$ cat src/hdl/csd_pkg.sv
`default_nettype none
package csd_pkg;

	localparam int LANES_DEF  = 3;
	localparam int OUT_LANES  = 3;
	localparam int HL_W       = 24;
	localparam int THR_W      = 16;
	localparam int DT_W       = 16;

	localparam logic [HL_W-1:0]  HALF_LIFE_RST = 24'd6554;
	localparam logic [THR_W-1:0] THRESH_RST    = 16'd7;

	// register indexes on the configuration port
	localparam logic REG_HALF_LIFE = 1'b0;
	localparam logic REG_THRESHOLD = 1'b1;

	// 2*ln2 in Q.24 scaled by 2^16 (ln2 in Q.64 shifted right by 23)
	localparam logic [63:0] LN2X2_Q24 = 64'hB17217F7D1CF79AB >> 23;
	localparam logic [63:0] C048_Q24  = 64'd8053064;
	localparam logic [63:0] C0235_Q24 = 64'd3942646;
	localparam logic [63:0] X_MAX_Q24 = 64'd4096 << 24;
	localparam logic [63:0] ONE_Q24   = 64'd1 << 24;
	localparam logic [63:0] DECAY_NUM = 64'd1 << 56;
	localparam logic [63:0] MAG_CAP   = 64'd1 << 61;

	typedef enum logic [1:0] {SH_16, SH_24, SH_32} shift_t;

	typedef struct packed {
		logic        start;
		logic [63:0] a;
		logic [63:0] b;
		shift_t      sh;
	} mul_req_t;

	typedef struct packed {
		logic        start;
		logic [63:0] num;
		logic [63:0] den;
	} div_req_t;

	typedef enum logic [3:0] {
		C_IDLE, C_Y, C_X, C_X2, C_X3, C_T48, C_T235, C_DEC
	} coef_state_t;

	typedef enum logic [2:0] {
		L_IDLE, L_P1, L_P2, L_P3, L_P4, L_P5, L_P6
	} lane_state_t;

	typedef enum logic [1:0] {T_IDLE, T_COEF, T_LANE, T_PUSH} top_state_t;

	function automatic logic [63:0] mag64(input logic signed [63:0] v);
		return v[63] ? 64'(-v) : 64'(v);
	endfunction

	function automatic logic signed [63:0] sgn64(input logic [63:0] m, input logic neg);
		return neg ? -$signed(m) : $signed(m);
	endfunction

	function automatic logic signed [31:0] sat32(input logic signed [63:0] v);
		if (v > 64'sd2147483647)
			return 32'sh7FFFFFFF;
		else if (v < -64'sd2147483648)
			return 32'sh80000000;
		else
			return v[31:0];
	endfunction

endpackage
`default_nettype wire

$ cat src/hdl/csd_mul.sv
`default_nettype none
module csd_mul (
	input  logic              clk,
	input  logic              arst_n,
	input  csd_pkg::mul_req_t req,
	output logic              done,
	output logic [63:0]       res
);
	import csd_pkg::*;

	logic         busy_q, pv_q, fin_q, done_q;
	logic [1:0]   cnt_q, pidx_q;
	logic [63:0]  a_q, b_q, prod_q, res_q;
	shift_t       sh_q;
	logic [127:0] acc_q, part, shifted;
	logic [31:0]  op_a, op_b;

	// pick one 32x32 partial product per cycle
	assign op_a = cnt_q[1] ? a_q[63:32] : a_q[31:0];
	assign op_b = cnt_q[0] ? b_q[63:32] : b_q[31:0];

	always_comb begin
		unique case (pidx_q)
			2'd0:    part = {64'd0, prod_q};
			2'd3:    part = {prod_q, 64'd0};
			default: part = {32'd0, prod_q, 32'd0};
		endcase
	end

	always_comb begin
		unique case (sh_q)
			SH_16:   shifted = acc_q >> 16;
			SH_24:   shifted = acc_q >> 24;
			default: shifted = acc_q >> 32;
		endcase
	end

	// control
	always_ff @(posedge clk or negedge arst_n) begin
		if (!arst_n) begin
			busy_q <= 1'b0;
			pv_q   <= 1'b0;
			fin_q  <= 1'b0;
			done_q <= 1'b0;
			cnt_q  <= '0;
			pidx_q <= '0;
		end else begin
			done_q <= fin_q;
			fin_q  <= pv_q && (pidx_q == 2'd3);
			pv_q   <= busy_q;
			if (busy_q) begin
				pidx_q <= cnt_q;
				cnt_q  <= cnt_q + 2'd1;
				if (cnt_q == 2'd3)
					busy_q <= 1'b0;
			end
			if (req.start) begin
				busy_q <= 1'b1;
				cnt_q  <= '0;
			end
		end
	end

	// datapath: multiply, accumulate, shift and cap
	always_ff @(posedge clk) begin
		if (req.start) begin
			a_q   <= req.a;
			b_q   <= req.b;
			sh_q  <= req.sh;
			acc_q <= '0;
		end else if (pv_q) begin
			acc_q <= acc_q + part;
		end
		if (busy_q)
			prod_q <= op_a * op_b;
		if (fin_q) begin
			if ((|shifted[127:62]) || (shifted[61] && (|shifted[60:0])))
				res_q <= MAG_CAP;
			else
				res_q <= shifted[63:0];
		end
	end

	assign done = done_q;
	assign res  = res_q;

endmodule
`default_nettype wire

$ cat src/hdl/csd_lane.sv
`default_nettype none
module csd_lane (
	input  logic                       clk,
	input  logic                       arst_n,
	input  logic                       start,
	input  logic                       func,
	input  logic                       hold,
	input  logic signed [31:0]         target,
	input  logic [csd_pkg::DT_W-1:0]   time_step,
	input  logic [csd_pkg::THR_W-1:0]  threshold,
	input  logic [63:0]                y,
	input  logic [63:0]                decay,
	output logic                       done,
	output logic signed [31:0]         pos,
	output logic signed [31:0]         vel
);
	import csd_pkg::*;

	lane_state_t       state_q, state_d;
	mul_req_t          mreq;
	logic              mdone, done_q, done_d, neg_q, neg_d, rest;
	logic [63:0]       mres;
	logic signed [63:0] prod, t64, v64, j0, j1_c, a_c, b_c;
	logic signed [63:0] j0_q, j1_q, a_q, b_q;
	logic signed [31:0] pos_q, vel_q, pn_q, pn_c, vn_c;
	logic [63:0]       thr64;

	csd_mul u_mul (.clk(clk), .arst_n(arst_n), .req(mreq), .done(mdone), .res(mres));

	assign t64   = 64'(target);
	assign v64   = 64'(vel_q);
	assign j0    = 64'(pos_q) - t64;
	assign thr64 = 64'(threshold);
	assign rest  = (mag64(j0) < thr64) && (v64 < $signed(thr64));
	assign prod  = sgn64(mres, neg_q);
	assign j1_c  = v64 + prod;
	assign a_c   = j0_q + prod;
	assign b_c   = v64 - prod;
	assign pn_c  = sat32(prod + t64);
	assign vn_c  = sat32(prod);

	always_ff @(posedge clk or negedge arst_n) begin
		if (!arst_n) begin
			state_q <= L_IDLE;
			done_q  <= 1'b0;
			pos_q   <= '0;
			vel_q   <= '0;
		end else begin
			state_q <= state_d;
			done_q  <= done_d;
			if (state_q == L_IDLE && start && !hold && func) begin
				pos_q <= target;
				vel_q <= '0;
			end
			if (state_q == L_P6 && mdone) begin
				pos_q <= pn_q;
				vel_q <= vn_c;
			end
		end
	end

	// step through the six signed products of the update
	always_comb begin
		state_d = state_q;
		done_d  = 1'b0;
		neg_d   = neg_q;
		mreq    = '{start: 1'b0, a: 64'd0, b: 64'd0, sh: SH_24};
		unique case (state_q)
			L_IDLE: if (start) begin
				if (hold || func || rest) begin
					done_d = 1'b1;
				end else begin
					mreq    = '{start: 1'b1, a: mag64(j0), b: y, sh: SH_24};
					neg_d   = j0[63];
					state_d = L_P1;
				end
			end
			L_P1: if (mdone) begin
				mreq    = '{start: 1'b1, a: mag64(j1_c), b: 64'(time_step), sh: SH_16};
				neg_d   = j1_c[63];
				state_d = L_P2;
			end
			L_P2: if (mdone) begin
				mreq    = '{start: 1'b1, a: mag64(j1_q), b: y, sh: SH_24};
				neg_d   = j1_q[63];
				state_d = L_P3;
			end
			L_P3: if (mdone) begin
				mreq    = '{start: 1'b1, a: mres, b: 64'(time_step), sh: SH_16};
				state_d = L_P4;
			end
			L_P4: if (mdone) begin
				mreq    = '{start: 1'b1, a: mag64(a_q), b: decay, sh: SH_32};
				neg_d   = a_q[63];
				state_d = L_P5;
			end
			L_P5: if (mdone) begin
				mreq    = '{start: 1'b1, a: mag64(b_q), b: decay, sh: SH_32};
				neg_d   = b_q[63];
				state_d = L_P6;
			end
			L_P6: if (mdone) begin
				done_d  = 1'b1;
				state_d = L_IDLE;
			end
			default: state_d = L_IDLE;
		endcase
	end

	// hold intermediate terms
	always_ff @(posedge clk) begin
		neg_q <= neg_d;
		if (state_q == L_IDLE)
			j0_q <= j0;
		if (state_q == L_P1 && mdone)
			j1_q <= j1_c;
		if (state_q == L_P2 && mdone)
			a_q <= a_c;
		if (state_q == L_P4 && mdone)
			b_q <= b_c;
		if (state_q == L_P5 && mdone)
			pn_q <= pn_c;
	end

	assign done = done_q;
	assign pos  = pos_q;
	assign vel  = vel_q;

endmodule
`default_nettype wire

$ cat config.mk
export PLATFORM = sky130hd
export DESIGN_NAME = csd_lane
export DESIGN_NICKNAME = d
export VERILOG_FILES = /design/src/hdl/csd_pkg.sv /design/src/hdl/csd_mul.sv /design/src/hdl/csd_lane.sv
export SDC_FILE = /design/constraint.sdc
export NUM_CORES = 2
export LEC_CHECK = 0
export BUFFER_PORTS_ARGS = -buffer_cell sky130_fd_sc_hd__buf_2
export CAP_MARGIN = 20
export CORE_MARGIN = 1
export CORE_UTILIZATION = 65
export DETAILED_ROUTE_END_ITERATION = 10
export PLACE_DENSITY_LB_ADDON = 0.15
export SYNTH_ARGS = -nofsm -noshare
export SYNTH_HDL_FRONTEND = slang
export SYNTH_SLANG_ARGS = --single-unit
$ cat constraint.sdc
create_clock -name clk -period 14 [get_ports clk]
set_clock_uncertainty 0.15 [all_clocks]
set_input_delay 3.5 -clock clk [delete_from_list [all_inputs] [get_ports clk]]
set_output_delay 3.5 -clock clk [all_outputs]
set_load 0.02 [all_outputs]
==> results.txt <==
Slew headroom = 0.1765
Max Buffers Root-to-Sink = 3
Initial antenna violation count = 19
Startpoint Class = flip-flop
Status = complete, but fails checks
Drt total wl = 368,500 microns
Die extent in x = 384.6 microns
CTS tree = done
Peak Freq = 90.17 MHz
Gr ovfl total = 0
CTS resizes = 0
Gate Count Post-Synth = 11,230
CP peak stage delay = 0.97 ns
Row count = 140
Worst Path Required = 14.33 ns
Worst setup path category = reg -> reg
Vias per inst = 6.781
DP Area = 98,200 sq um
Synth top area share = 0.1898
Starting Density = 0.6543
Hpwl dp = 283,500 microns
Num ports = 262
Via count = 89,440
CP dominant cell by count = fa_1
Post-synthesis sequential area ratio = 0.2098
Vias in the first global route = 87,950
First-pass DRT Iterations = 11
Root Driver = clkbuf_16
Min Tclk post-route = 11.09 ns
Slew Viols, Final = 0
Worst Max-Slew Pin Slew = 1.225 ns
GR peak layer = met2
Final setup fails = 0
Layout Nets = 13,000
Post-Layout Inst Area = 101,400 sq um
Commonest cells after routing, fill and taps aside = nand2_1 (1,285), inv_1 (1,236), nor2_1 (1,192)
Post-synth top area cell = fa_1
Most used flip-flop cell after synthesis = edfxtp_1
Fin. Hold Viols = 0
Synth top area cells = fa_1 (19%), edfxtp_1 (16%), ha_1 (9.4%), nand2_1 (5.1%), inv_1 (4.9%)
Grt met2 use = 0.7294
CTS Hold Bufs = 0
Most common cell after layout, fill and taps aside = nand2_1
Crit end category = flip-flop
Layout cells sized above 1 = 0.06838
Post-CTS setup buffer count = 0
Max-Cap Viols = 0
YS warnings = 0
Post-synth EDFFs = 516
Core area = 145,400 sq um
Total clock sinks = 720
Wire per inst = 27.94 microns
Library cells used by synthesis = 94
Drc violations = 8
GRT Total Usage = 0.4929
Unrepaired setup endpoints after global routing = false
Clk pin slew, worst setup/hold paths = 0.06 ns
Yosys reg bits = 720
Crit Path Max Fanout = 53
Slowest cell on the critical path = dfrtp_4
Die area = 147,900 sq um
Worst EP arrival = 11.42 ns
RePlAce Congestion = 1.093
TritonCTS buffer count = 89
Failing checks = DRC
Tcrit/Tclk final = 0.7922
Routing usage on met3 = 0.1770
First-pass GRT wire length = 539,900 microns
Mean Syn Cell Area = 8.471 sq um
HP Class = reg -> reg
Top delay family on crit path = adder cells
TNS Setup = 0 ns
Area grow syn2layout = 6.625%
I/O Buffers = 261
Die Ht = 384.6 microns
Area of the mapped netlist = 95,120 sq um
Async SR Flop Fraction = 0.1056
Final ANT Viol Nets = 0
Largest net degree at the start of global routing = 157
H-tree levels = 3
GRT met1 Usage = 0.5817
Clk Latency, worst-skew pair = 0.77 ns
Initial DRC count = 11,840
Buf/Inv on CP = 6
## synthesized netlist by cell type, types with 62 or more instances
| library cell | number |
|---|---|
| a211oi_1 | 65 |
| a21o_1 | 199 |
| a21oi_1 | 716 |
| a22o_1 | 65 |
| and2_1 | 109 |
| and3_1 | 70 |
| clkbuf_1 | 502 |
| dfrtp_1 | 76 |
| dfxtp_1 | 128 |
| edfxtp_1 | 516 |
| fa_1 | 902 |
| ha_1 | 713 |
| inv_1 | 1240 |
| mux2_2 | 70 |
| mux2i_1 | 208 |
| nand2_1 | 1285 |
| nand2b_1 | 94 |
| nand3_1 | 131 |
| nand4_1 | 124 |
| nor2_1 | 1194 |
| nor2b_1 | 70 |
| nor3_1 | 133 |
| nor4_1 | 83 |
| o21a_1 | 62 |
| o21ai_0 | 634 |
| o21bai_1 | 112 |
| o31ai_1 | 118 |
| or3_1 | 90 |
| xnor2_1 | 473 |
| xor2_1 | 268 |
## worst min-delay path, cell delays in order (launching register included)
cell and delay, ns:
edfxtp_1 0.32, nand2_1 0.05, o21ai_0 0.06
## routing by layer
metal,part of all wire,vias up,routed length [microns]
li1,-,38240,-
met1,0.34,42670,125100
met2,0.42,6563,155300
met3,0.14,1949,52170
met4,0.097,18,35630
met5,0.00092,-,338
## registers in the layout, summed over array words and instances (netlist names), 3 cells and up
name	count
pn_q	32
state_q	3
pos	32
u_mul.b_q	64
j0_q	33
u_mul.prod_q	64
vel	32
a_q	64
u_mul.acc_q	128
j1_q	64
u_mul.a_q	64
u_mul.res	64
b_q	64
## cells by family after synthesis
logic type,synth area share
buf+inv,0.07137
simple gates,0.1689
mux,0.03065
other cells,0.00003942
fa+ha+maj,0.2836
compound gates,0.1669
flops,0.2098
xor+xnor,0.06869
## metrics by stage
| step | hold slack [ns] | instances | worst slack, ns | util |
|---|---|---|---|---|
| 2_1_floorplan | 0.2760 | 11230 | 1.366 | - |
| 3_3_place_gp | 0.2793 | 13010 | 3.283 | 0.6754 |
| 3_5_place_dp | 0.2884 | 13010 | 3.122 | 0.6754 |
| 4_1_cts | 0.3029 | 13170 | 3.274 | 0.6967 |
| 5_1_grt | 0.3328 | 13180 | 2.752 | 0.6975 |
| 6_report | 0.2996 | 13190 | 2.909 | 0.6976 |
## cell type report
class	instances	area [sq um]
diodes	12	30.03
clock buffers	114	2402
clock inverters	51	688.2
fillers	11480	43960
inverters	1247	4686
multi-input cells	8706	68650
flip-flops and latches	720	19970
well taps	1917	2399
repair buffers	423	2594
## final timing paths
check	start	to	cells after the start	slack, ns
worst min register to register	pn_q[13]	pos[13]	2	0.30
min in group asynchronous	arst_n	pos[13]	1	2.56
max in group asynchronous	arst_n	u_mul.cnt_q[1]	2	9.94
worst max register to register	u_mul.cnt_q[1]	u_mul.prod_q[62]	31	2.91
worst min-delay path	pn_q[13]	pos[13]	2	0.30
worst max-delay path	u_mul.cnt_q[1]	u_mul.prod_q[62]	31	2.91
Power is left out: the tool's default activity adds up to more than one toggle a clock period on the data nets, which glitch-free logic cannot reach.
